<file path="src/sv/fwd_pkg.sv">
// ----------------------------------------------------------------------------
// fwd_pkg
// Shared types and constants for the byte queue with delete-by-value.
// ----------------------------------------------------------------------------
package fwd_pkg;

    localparam int DEPTH = 16;
    localparam int CNT_W = $clog2(DEPTH + 1);
    localparam int OCC_W = 5;

    typedef logic [DEPTH-1:0] t_vec;
    typedef logic [CNT_W-1:0] t_cnt;
    typedef logic [7:0]       t_byte;

    typedef enum logic [1:0] {
        OP_APPEND = 2'd0,
        OP_POP    = 2'd1,
        OP_DELETE = 2'd2,
        OP_NOP    = 2'd3
    } t_op;

    typedef enum logic [1:0] {
        STAT_OK      = 2'd0,
        STAT_EMPTY   = 2'd1,
        STAT_NOMATCH = 2'd2,
        STAT_FULL    = 2'd3
    } t_status;

    typedef enum logic {
        S_IDLE = 1'b0,
        S_EXEC = 1'b1
    } t_state;

    typedef struct packed {
        logic load;
        logic exec;
    } t_cmd;

endpackage

</file>
<file path="src/sv/fwd_ctrl.sv">
// ----------------------------------------------------------------------------
// fwd_ctrl
// Sequencer: takes a command, runs the execute step, strobes the result.
// ----------------------------------------------------------------------------
module fwd_ctrl (
    input  logic          i_clk,
    input  logic          i_rst_n,
    input  logic          i_start,
    output logic          o_busy,
    output logic          o_done,
    output fwd_pkg::t_cmd o_cmd
);

    fwd_pkg::t_state r_state;
    fwd_pkg::t_state n_state;
    logic            r_done;

    always_ff @(posedge i_clk) begin
        if (!i_rst_n) begin
            r_state <= fwd_pkg::S_IDLE;
            r_done  <= 1'b0;
        end else begin
            r_state <= n_state;
            r_done  <= o_cmd.exec;
        end
    end

    always_comb begin
        n_state    = r_state;
        o_cmd.load = 1'b0;
        o_cmd.exec = 1'b0;
        o_busy     = 1'b0;
        unique case (r_state)
            fwd_pkg::S_IDLE: begin
                if (i_start) begin
                    o_cmd.load = 1'b1;
                    n_state    = fwd_pkg::S_EXEC;
                end
            end
            fwd_pkg::S_EXEC: begin
                o_busy     = 1'b1;
                o_cmd.exec = 1'b1;
                n_state    = fwd_pkg::S_IDLE;
            end
            default: begin
                n_state = fwd_pkg::S_IDLE;
            end
        endcase
    end

    assign o_done = r_done;

endmodule

</file>
<file path="src/sv/fwd_datapath.sv">
// ----------------------------------------------------------------------------
// fwd_datapath
// Row of byte slots with parallel compare, shift-toward-head and result regs.
// ----------------------------------------------------------------------------
module fwd_datapath (
    input  logic                       i_clk,
    input  logic                       i_rst_n,
    input  fwd_pkg::t_cmd              i_cmd,
    input  logic [1:0]                 i_operation,
    input  logic [7:0]                 i_value,
    output logic [1:0]                 o_status,
    output logic [7:0]                 o_popped,
    output logic [fwd_pkg::OCC_W-1:0]  o_occupancy
);

    fwd_pkg::t_byte   r_bytes [fwd_pkg::DEPTH];
    fwd_pkg::t_cnt    r_count;
    fwd_pkg::t_cnt    n_count;
    fwd_pkg::t_op     r_op;
    fwd_pkg::t_byte   r_val;
    fwd_pkg::t_status r_status;
    fwd_pkg::t_status n_status;
    fwd_pkg::t_byte   r_popped;
    fwd_pkg::t_byte   n_popped;

    fwd_pkg::t_vec valid;
    fwd_pkg::t_vec match;
    fwd_pkg::t_vec hit_upto;
    fwd_pkg::t_vec shift_en;
    fwd_pkg::t_vec wr_en;

    always_comb begin
        for (int i = 0; i < fwd_pkg::DEPTH; i++) begin
            valid[i]    = fwd_pkg::CNT_W'(i) < r_count;
            match[i]    = valid[i] && (r_bytes[i] == r_val);
            wr_en[i]    = fwd_pkg::CNT_W'(i) == r_count;
        end
        for (int i = 0; i < fwd_pkg::DEPTH; i++) begin
            hit_upto[i] = |(match & (fwd_pkg::t_vec'({fwd_pkg::DEPTH{1'b1}})
                                     >> (fwd_pkg::DEPTH - 1 - i)));
        end
    end

    always_comb begin
        n_count  = r_count;
        n_status = fwd_pkg::STAT_OK;
        n_popped = '0;
        shift_en = '0;
        unique case (r_op)
            fwd_pkg::OP_APPEND: begin
                if (r_count == fwd_pkg::CNT_W'(fwd_pkg::DEPTH)) begin
                    n_status = fwd_pkg::STAT_FULL;
                end else begin
                    n_count = r_count + 1'b1;
                end
            end
            fwd_pkg::OP_POP: begin
                if (r_count == '0) begin
                    n_status = fwd_pkg::STAT_EMPTY;
                end else begin
                    n_popped = r_bytes[0];
                    shift_en = '1;
                    n_count  = r_count - 1'b1;
                end
            end
            fwd_pkg::OP_DELETE: begin
                if (r_count == '0) begin
                    n_status = fwd_pkg::STAT_EMPTY;
                end else if (match == '0) begin
                    n_status = fwd_pkg::STAT_NOMATCH;
                end else begin
                    shift_en = hit_upto;
                    n_count  = r_count - 1'b1;
                end
            end
            default: begin
            end
        endcase
    end

    always_ff @(posedge i_clk) begin
        if (!i_rst_n) begin
            r_count <= '0;
        end else if (i_cmd.exec) begin
            r_count <= n_count;
        end
    end

    always_ff @(posedge i_clk) begin
        if (i_cmd.load) begin
            r_op  <= fwd_pkg::t_op'(i_operation);
            r_val <= i_value;
        end
        if (i_cmd.exec) begin
            r_status <= n_status;
            r_popped <= n_popped;
        end
    end

    for (genvar g = 0; g < fwd_pkg::DEPTH; g++) begin : g_slot
        always_ff @(posedge i_clk) begin
            if (i_cmd.exec) begin
                if (r_op == fwd_pkg::OP_APPEND && wr_en[g]) begin
                    r_bytes[g] <= r_val;
                end else if (shift_en[g] && g < fwd_pkg::DEPTH - 1) begin
                    r_bytes[g] <= r_bytes[(g + 1) % fwd_pkg::DEPTH];
                end
            end
        end
    end

    assign o_status    = r_status;
    assign o_popped    = r_popped;
    assign o_occupancy = fwd_pkg::OCC_W'(r_count);

endmodule

</file>
<file path="src/sv/fifo_with_delete_by_value_core.sv">
// ----------------------------------------------------------------------------
// fifo_with_delete_by_value_core
// Byte queue with append, pop and delete-first-match, one result per item.
// ----------------------------------------------------------------------------
// Channel   Handshake                 Payload
// command   start & !busy             i_operation, i_value
// result    o_valid (one cycle)       o_status, o_popped, o_occupancy
//
// Each item runs in two steps: load registers the command, execute compares
// all slots in parallel and shifts the slot row. The result strobes in the
// cycle after execute, and a new item can be taken in that same cycle.
// Synchronous reset empties the queue; slot bytes are not cleared.
// The receiver cannot stall; results are never held.
// ----------------------------------------------------------------------------
module fifo_with_delete_by_value_core (
    input  logic                      i_clk,
    input  logic                      i_rst_n,
    input  logic                      start,
    output logic                      busy,
    input  logic [1:0]                i_operation,
    input  logic [7:0]                i_value,
    output logic                      o_valid,
    output logic [1:0]                o_status,
    output logic [7:0]                o_popped,
    output logic [fwd_pkg::OCC_W-1:0] o_occupancy
);

    fwd_pkg::t_cmd cmd;

    fwd_ctrl u_ctrl (
        .i_clk   (i_clk),
        .i_rst_n (i_rst_n),
        .i_start (start),
        .o_busy  (busy),
        .o_done  (o_valid),
        .o_cmd   (cmd)
    );

    fwd_datapath u_datapath (
        .i_clk       (i_clk),
        .i_rst_n     (i_rst_n),
        .i_cmd       (cmd),
        .i_operation (i_operation),
        .i_value     (i_value),
        .o_status    (o_status),
        .o_popped    (o_popped),
        .o_occupancy (o_occupancy)
    );

endmodule

</file>
<file path="config.mk">
export PLATFORM = sky130hd
export DESIGN_NAME = fifo_with_delete_by_value_core
export DESIGN_NICKNAME = d
export VERILOG_FILES = /design/src/sv/fwd_pkg.sv /design/src/sv/fwd_ctrl.sv /design/src/sv/fwd_datapath.sv /design/src/sv/fifo_with_delete_by_value_core.sv
export SDC_FILE = /design/constraint.sdc
export NUM_CORES = 1
export LEC_CHECK = 0
export ABC_AREA = 0
export BUFFER_PORTS_ARGS = -buffer_cell sky130_fd_sc_hd__buf_2
export CAP_MARGIN = 0
export CORE_MARGIN = 2
export CORE_UTILIZATION = 55
export DETAILED_ROUTE_END_ITERATION = 16
export PLACE_DENSITY = 0.72
export SLEW_MARGIN = 20
export SYNTH_ARGS = -nofsm -noshare
export SYNTH_HDL_FRONTEND = slang
export SYNTH_HIERARCHICAL = 1
export SYNTH_SLANG_ARGS = --single-unit
</file>
<file path="constraint.sdc">
create_clock -name i_clk -period 8.1 [get_ports i_clk]
set_input_delay 0.405 -clock i_clk [delete_from_list [all_inputs] [get_ports i_clk]]
set_output_delay 0.405 -clock i_clk [all_outputs]
set_load 0.005 [all_outputs]
</file>
# Yosys cells after proc, flatten, opt, wreduce, memory -nomap -nowiden

Memories as Yosys holds them, arrays and structs flattened.
Cells that the tools add are included.

Add/sub/neg operators: 2
Multipliers: 0
Divide/modulo/power cells: 0
Order comparisons: 16
Equality and inequality tests: 38
Shift operators: 0
Multiplexer cells: 144
Bitwise operators: 17
Reductions and logical operators: 53

Operators by type and width:

| kind                 | number |
|---|---|
| $eq A8 B8 Y1         | 16 |
| $mux W8              | 16 |
| $mux W1              | 113 |
| $mux W15             | 3 |
| $eq A4 B5 Y1 const A | 8 |
| $lt A4 B5 Y1 const A | 8 |
| $logic_and A1 B1 Y1  | 32 |
| $pmux W15 S2         | 1 |
| $eq A3 B5 Y1 const A | 4 |
| $lt A3 B5 Y1 const A | 4 |
| $mux W5              | 4 |
| $logic_not A16 Y1    | 1 |
| $reduce_or A8 Y1     | 2 |
| $or A1 B1 Y1         | 15 |
| $pmux W5 S3          | 1 |
| $reduce_or A15 Y1    | 1 |
| $reduce_or A14 Y1    | 1 |
| $reduce_or A13 Y1    | 1 |
| $reduce_or A12 Y1    | 1 |
| $reduce_or A11 Y1    | 1 |
| $eq A2 B5 Y1 const A | 2 |
| $lt A1 B5 Y1 const A | 2 |
| $lt A2 B5 Y1 const A | 2 |
| $reduce_or A10 Y1    | 1 |
| 23 further kinds     | 30 |

Flip-flop bits (word level): 27
Latch bits: 0
RAM bits: 128
Bits in read-only memories: 0
Input port bits: 13
Output and inout bits: 17
Word-level logic and storage cells: 278
Memories kept: 1

Memory list:

| memory             | depth | bits a word | read ports | clocked after Yosys merged registers in | wr ports | RTL line           | RTL |
|---|---|---|---|---|---|---|---|
| u_datapath.r_bytes | 16    | 8           | 16         | 0                                       | 15       | fwd_datapath.sv:16 | `fwd_pkg::t_byte r_bytes [fwd_pkg::DEPTH];` |

# Depth between registers and ports, before layout

Gate-level depths: netlist of run 1.
An unclocked memory read counts as a cell.

Depth in word-level cells: 13
Depth in mapped cells: 11
Mapped depth without buffers: 9

# Hierarchy

Netlist of run 1, hierarchy kept.

Modules (own cells, without submodules):

| module       | instances | cells an instance | area an instance (um2) |
|---|---|---|---|
| fwd_datapath | 1         | 768               | 9238.9 |
| fwd_ctrl     | 1         | 7                 | 81.3 |

# Worst setup path before layout of run 1

Ideal clock, no wire load.

Path kind: register to register
Start point: register u_datapath.r_count[0] (netlist: u_datapath/o_occupancy[0])
End point: memory u_datapath/r_bytes[0][48] in the netlist's numbering (enable)
Library setup time: 0.384 ns
Data arrival time: 2.788 ns
Data required time: 7.716 ns
Setup slack: 4.928 ns
Stages on the path, launching flop included: 12
Path buffers: 3
Cells stage by stage: dfxtp_1 -> clkbuf_1 -> inv_1 -> ha_1 -> nor3b_2 -> nand2b_1 -> buf_2 -> a21oi_1 -> o21ai_0 -> a21o_1 -> clkbuf_1 -> o21ai_0

RTL lines:

| what                     | RTL line           | RTL |
|---|---|---|
| start: declaration       | fwd_datapath.sv:17 | `fwd_pkg::t_cnt r_count;` |
| start signal: assignment | fwd_datapath.sv:85 | `r_count <= n_count;` |
| end: declaration         | fwd_datapath.sv:16 |  |

==> results of run 1 <==
-- power by group --
| part | internal (mW) | leakage, nW | switching [mW] |
|---|---|---|---|
| combinational | 0.0855 | 1.76 | 0.120 |
| clock | 0.459 | 0.287 | 0.330 |
| sequential | 0.892 | 1.40 | 0.0128 |
-- worst reg2reg max path, cell delays in order (launching register included) --
cell and delay (ns):
dfxtp_1 0.62, inv_1 0.21, ha_1 0.30, nor3b_2 0.22
nand2b_1 0.59, a21oi_1 0.66, o21ai_0 0.21, a21o_1 0.31
o21ai_0 0.47
-- cells by family (layout without fill, tap and decap cells) --
| group | Yosys count | after routing |
|---|---|---|
| compound gates | 105 | 105 |
| flops | 155 | 155 |
| simple gates | 207 | 207 |
| mux | 104 | 104 |
| xor+xnor | 129 | 129 |
| fa+ha+maj | 9 | 9 |
| buf+inv | 66 | 78 |
-- area by class of cell --
cell class                 instances  area [sq um]
clock buffer                      17           425
timing repair buffer              40           228
fill                            1303          6450
inverter                           6          22.5
sequential                       155          4580
tap                              220           275
clock inverter                    15           163
multi-input combinational        554          4440
-- routing by layer --
metal / wire, um / vias up
met4: 471 / 0
met2: 10500 / 250
met1: 9160 / 3193
li1: - / 2914
met3: 1250 / 52
met5: 0 / -
-- flip-flops by register name, summed over array words and instances (netlist names) --
signal and flops:
u_datapath/r_bytes 128, u_datapath/o_popped 8, u_datapath/r_val 8, u_datapath/o_occupancy 5, u_datapath/o_status 2, u_datapath/r_op 2
u_ctrl/o_done 1, u_ctrl/r_state 1
-- worst paths after layout --
kind                                                 from                   endpoint  slack, ns
worst max-delay path            u_datapath/o_occupancy[0]  u_datapath/r_bytes[0][52]       4.12
worst min-delay path                           i_value[5]        u_datapath/r_val[5]       0.15
worst max register to register  u_datapath/o_occupancy[0]  u_datapath/r_bytes[0][52]       4.12
worst min register to register   u_datapath/r_bytes[0][2]     u_datapath/o_popped[2]       0.58
-- cell usage in the layout, fill, tap and decap left out, types with 7 or more instances in the layout --
cell type  synthesis  routed
buf_4             10      11
xnor2_1           72      72
clkbuf_16          0      17
and3_1            11      11
and2_1            21      21
nor2_1            16      16
mux2_4             8       8
nand3_1           53      53
nand2_1           29      29
o21ai_0           19      14
a221oi_1          17      17
nor3_1            10      10
o21ai_1            3       8
edfxtp_1         148     148
dfxtp_1            7       7
mux2_2            96      96
nand4_1           19      19
nor4_1            16      16
xor2_1            57      57
buf_2             11      29
a21oi_1           13      13
ha_1               9       9
o211ai_1          16      16
==> impl_results.md, run 1 <==
* Outcome: finished, final reports clean
* Met1 Use GR at 32.3%
* Final Hold Vio Count at 0
* Crit Path Max Fanout at 25
* DR vias/cell at 6.36
* Family with the most delay on the worst path: compound AO/OA/AOI/OAI gates
* Xor/xnor share of the synthesized area at 12.1%
* Cell count after synthesis at 775
* Clock edge transition at the registers on the reported setup and hold paths at 0.07 ns
* PD cells at 187 nW/um^2
* Final nets at 796
* Pre-antenna DRT Iters at 5
* Worst Hold Class: input pin to register
* Slew Viols, Final at 0
* Hold buffers post-CTS at 0
* Deepest level of the CTS H-tree at 4
* Postcts setup bufs at 0
* Finished Core Util at 61.1%
* Synth top area share at 47.7%
* Net Count, Synth at around 800
* Number of cell rows at 47
* Final Instance Area at 10100 sq um
* Vias in the first global route at 6559
* Grt met3 use at under 10%
* Main synth FF type: edfxtp_1
* Register area share after synthesis at 49.2%
* Initial antenna violation count at 0
* Worst Tran Pin Value at 1.13 ns
* Slew HR at 24.2%
* Most frequent cell after synthesis: edfxtp_1
* Dpl cells at a little under 1000
* GRT Util Overall at roughly a quarter
* Via count at 6409
* Die width at between 100 and 150 um
* Core area at between 15000 and 20000 sq um
* Ys Warns at 6
* Worst Setup Slack, final at 4.12 ns
* ANT cells at 0
* Tot Pwr at approximately 1.9 mW
* Slowest cell on crit path: a21oi_1
* Hold depth at 1
* Most common cell type on the critical path: o21ai_0
* CTS tree: done
* Max Clock Skew at between 0.009 and 0.01 ns
* Fin Setup TNS at 0 ns
* Global-route wire length before repair at 34600 um
* Die Footprint at 18000 sq um
* Synthesis-to-layout area growth at 8.74%
* Placement Setup Slack at 4.19 ns
* Post-synthesis adder-cell area fraction at 1.21%
* Mapped Avg Cell Area at 12.0 sq um
* Setup violations, final at 0
* Post-synthesis simple-gate area fraction at between 10% and 20%
* Synth Register Bits at 155
* CP required at about 8.1 ns
* EDFF count, synth at 148
* Leakage at between 3 and 4 nW
* Buf/Inv on CP at 1
* Crit path depth at 8
* Busiest grt layer: met2
* Synthesized cell area at 9320 sq um
* Clock Tree Buf Depth at 2
* Worst skew pair latency at ~0.42 ns
* Fin crit share at 49.1%
* Gpl congestion at 0.959
* Clock tree sinks at ~160
* Synth area leader: edfxtp_1
* I/O pin cnt at 30
* Worst vdd ir at 0.182 mV
* GR Util met2 at 40.8%
* TritonCTS buffer count at 17
* Final HPWL DP at approximately 14000 um
* DR iter-0 viols at 598
* Synth top area cells: edfxtp_1, mux2_2, xnor2_1
* Max-cap check violation count at 0
* Mux cell area share after synthesis at 12.9%
* Post-route DRC at 0
* Critical Path, Cell by Cell: inv_1 -> ha_1 -> nor3b_2 -> nand2b_1 -> a21oi_1 -> o21ai_0 -> a21o_1 -> o21ai_0
* Dpl cell area at ~9500 sq um
* Post-Route WL at ~21000 um
* Routed len/inst at 21.2 um
* Largest family of logic cells by synthesized area: multiplexers
* Fmax at approximately 250 MHz
* Startpoint types: register
* Synth cell types at roughly 70
* Clk Tree Root Cell: clkbuf_16
* Grt ovf at 0
* Async set-reset flop share out of synthesis at 0%
* Unrepaired setup endpoints after global routing: false
* Cell count of the worst reg-to-reg path at 8
* Final Hold Slack at ~0.15 ns
* Tmin final at 3.98 ns
* Critical path capture point type: register
* Compound-Gate Fraction of Synth Area at 8.71%
* Post-route ant nets at 0
* Die height at around 130 um
* Slowest stage delay, CP at between 0.6 and 0.7 ns
* Post-synth top cells: edfxtp_1, mux2_2, xnor2_1, xor2_1, nand3_1
* Post-CTS sizing at 0
* Non-filler cells, final at 1007
* Worst path arrival time at 4.01 ns
* Starting Density at between 50% and 60%
* Setup Crit Path Kind: register to register
* Port buffer count at 29
* Proportion of layout cells with a drive suffix above 1 at 25.2%
* Largest net degree at the start of global routing at 35
Note: power is estimated with default switching activity, not from simulation.
==> run 2, diff against run 1 <==
--- a/config.mk
+++ b/config.mk
@@ -11,7 +11,7 @@
 export CORE_MARGIN = 2
 export CORE_UTILIZATION = 55
 export DETAILED_ROUTE_END_ITERATION = 16
-export PLACE_DENSITY = 0.72
+export PLACE_DENSITY = 0.75
 export SLEW_MARGIN = 20
 export SYNTH_ARGS = -nofsm -noshare
 export SYNTH_HDL_FRONTEND = slang
==> constraint.sdc (replaced) <==
create_clock -name i_clk -period 3.4 [get_ports i_clk]
set_input_delay 0.17 -clock i_clk [delete_from_list [all_inputs] [get_ports i_clk]]
set_output_delay 0.17 -clock i_clk [all_outputs]
set_load 0.005 [all_outputs]
==> run 2 against run 1 <==
  * Utilization up 3.5 points
  * Die area unchanged
  * Clock skew grew 0.0028 ns
  * Hold slack worse by 0.11 ns
  * First-iteration DRC count shrank 15%
  * Count of clock-buffer cells in the layout up 1
  * Fmax is 18% higher
  * Critical endpoint is now u_datapath/r_bytes[0][41]
  * Highest routed layer unchanged
==> impl_results.md, run 2 (same netlist as run 1, synthesis figures left out) <==
* Finished Core Util at 64.7%
* Flop pwr share at 46.8%
* Starting Density at 56.2%
* WHS Endpoint: u_ctrl/o_done
* Port buffer count at 29
* Worst Hold Class: input pin to register
* Net Sw Frac at 23.6%
* Fin Setup TNS at 0 ns
* CP startpoint: u_datapath/r_val[1]
* Core area at 16600 sq um
* Tot Pwr at 4.61 mW
* Proportion of layout cells with a drive suffix above 1 at 29.6%
* DR iter-0 viols at 506
* Hold depth at 2
* Max Clock Skew at 0.0124 ns
* Leakage at around 3.8 nW
* Worst r2r src: u_datapath/r_val[1]
* Clock Tree Buf Depth at 2
* Die Footprint at 18000 sq um
* Largest net degree at the start of global routing at 23
* Via count at 6730
* Non-filler cells, final at 1077
* CP required at about 3.6 ns
* Startpoint types: register
* Critical path capture point type: register
* Worst path arrival time at 3.54 ns
* Synthesis-to-layout area growth at 15.0%
* Outcome: finished, final reports clean
* Post-route ant nets at 0
* Tmin final at 3.36 ns
* Final Instance Area at 10700 sq um
* CTS tree: done
* Deepest level of the CTS H-tree at 4
* Final nets at ~870
* GRT Util Overall at 25.9%
* Clk pwr share at 41.2%
* Commonest non-fill, non-tap cell in the layout: edfxtp_1
* Switching Power at around 1.1 mW
* Commonest cells after routing, fill and taps aside: edfxtp_1, mux2_2, xnor2_1
* Setup Crit Path Kind: register to register
* Final Hold Vio Count at 0
* DR vias/cell at 6.25
* Fin crit share at between 90% and 100%
* Biggest register: u_datapath/r_bytes
* Routed len/inst at 21.6 um
* Die width at about 130 um
* Clock tree sinks at 155
* Final HPWL DP at 16200 um
* Vias in the first global route at 6861
* Grt ovf at 0
* Cell count of the worst reg-to-reg path at 9
* I/O pin cnt at 30
* ANT cells at 0
* Die height at 134 um
* Internal Pwr Total at 3.52 mW
* Worst skew pair latency at between 0.4 and 0.5 ns
* Clk Tree Root Cell: clkbuf_16
* Pre-antenna DRT Iters at 5
* Post-Route WL at ~23000 um
* Unrepaired setup endpoints after global routing: true
* Fill count at 1223
* Logic gate share of total power at 12.0%
* Max reg flops at 128
* Worst Tran Pin Value at 0.801 ns
* Slew HR at a little under half
* Post-route DRC at 0
* Fmax at 298 MHz
* Crit Path Max Fanout at 9
* Number of cell rows at 47
* Dpl cell area at 9870 sq um
* Dpl cells at a little over 1000
* TritonCTS buffer count at 17
* Initial antenna violation count at 0
* HP Start: i_rst_n
* Clock edge transition at the registers on the reported setup and hold paths at around 0.060 ns
* Setup violations, final at 0
* Gpl congestion at 0.942
* Reg2reg end: u_datapath/r_bytes[0][41]
* Worst vdd ir at 0.353 mV
* PD cells at about 430 nW/um^2
* Global-route wire length before repair at 36500 um
* Reg-to-reg slack, setup at 0.04 ns
* Slew Viols, Final at 0
* Max-cap check violation count at 0
run 2: cell types whose count changed in the layout (fill, tap and decap cells not counted), sizes merged:
cell and change:
inv -5, clkbuf +1, clkinvlp +1, bufinv +1, buf +61, dlygate4sd3 +11
run 2: repair_timing:
| item | CTS | global route |
|---|---|---|
| buffers inserted | 0 | 20 |
| gates resized for setup | 0 | 3 |
| hold buffers | 11 | 0 |
| setup endpoints to repair | 0 | 64 |
| hold endpoints to repair | 11 | 0 |
run 2: power groups by stage:
| stage | Sequential (mW) | Combinational [mW] | Clock, mW |
|---|---|---|---|
| after detailed placement | 2.20 | 0.505 | 0 |
| after global routing | 2.16 | 0.591 | 2.00 |
| after floorplan | 2.18 | 0.378 | 0 |
| after CTS | 2.16 | 0.521 | 1.92 |
| final | 2.16 | 0.552 | 1.90 |
| after global placement | 2.20 | 0.494 | 0 |
run 2: worst max path at each step:
stage                                end  slack [ns]  depth (start not counted)
2_1_floorplan  u_datapath/r_bytes[0][48]        0.23                         11
3_3_place_gp   u_datapath/r_bytes[0][47]        0.18                          8
3_5_place_dp   u_datapath/r_bytes[1][14]        0.09                          9
4_1_cts        u_datapath/r_bytes[1][11]        0.05                          8
5_1_grt        u_datapath/r_bytes[0][45]       -0.07                          9
6_report       u_datapath/r_bytes[0][41]        0.04                          9
run 2: metal layers:
metal  track usage [%]  up-vias  routed length (um)
li1                  -     3062                   -
met1              33.6     3386                9800
met2              44.3      247               11800
met3              4.91       35                1280
met4              7.78        0                 371
met5                 0        -                   0
run 2: per-stage QoR:
step / setup slack [ns] / hold WS (ns)
after floorplan: 0.228 / 0.269
after global placement: 0.178 / 0.347
after detailed placement: 0.0879 / 0.348
after CTS: 0.0520 / 0.0355
after global routing: -0.0696 / 0.0732
final: 0.0429 / 0.0442
run 2: area by class of cell:
cell class	count	area, sq um	area share, %
clock buffer	18	429	4.00
clock inverter	12	150	1.40
inverter	6	22.5	0.210
multi-input combinational	554	4450	41.5
sequential	155	4580	42.8
tap	220	275	2.57
timing repair buffer	112	812	7.57
run 2: critical path: stages, from the launching register on:
cell and delay (ns):
edfxtp_1 0.53, buf_4 0.20, xor2_1 0.20, nor4_1 0.10, and3_1 0.23, or4b_1 0.62, or4_1 0.58, o211ai_2 0.23
o21ai_0 0.19, buf_4 0.22
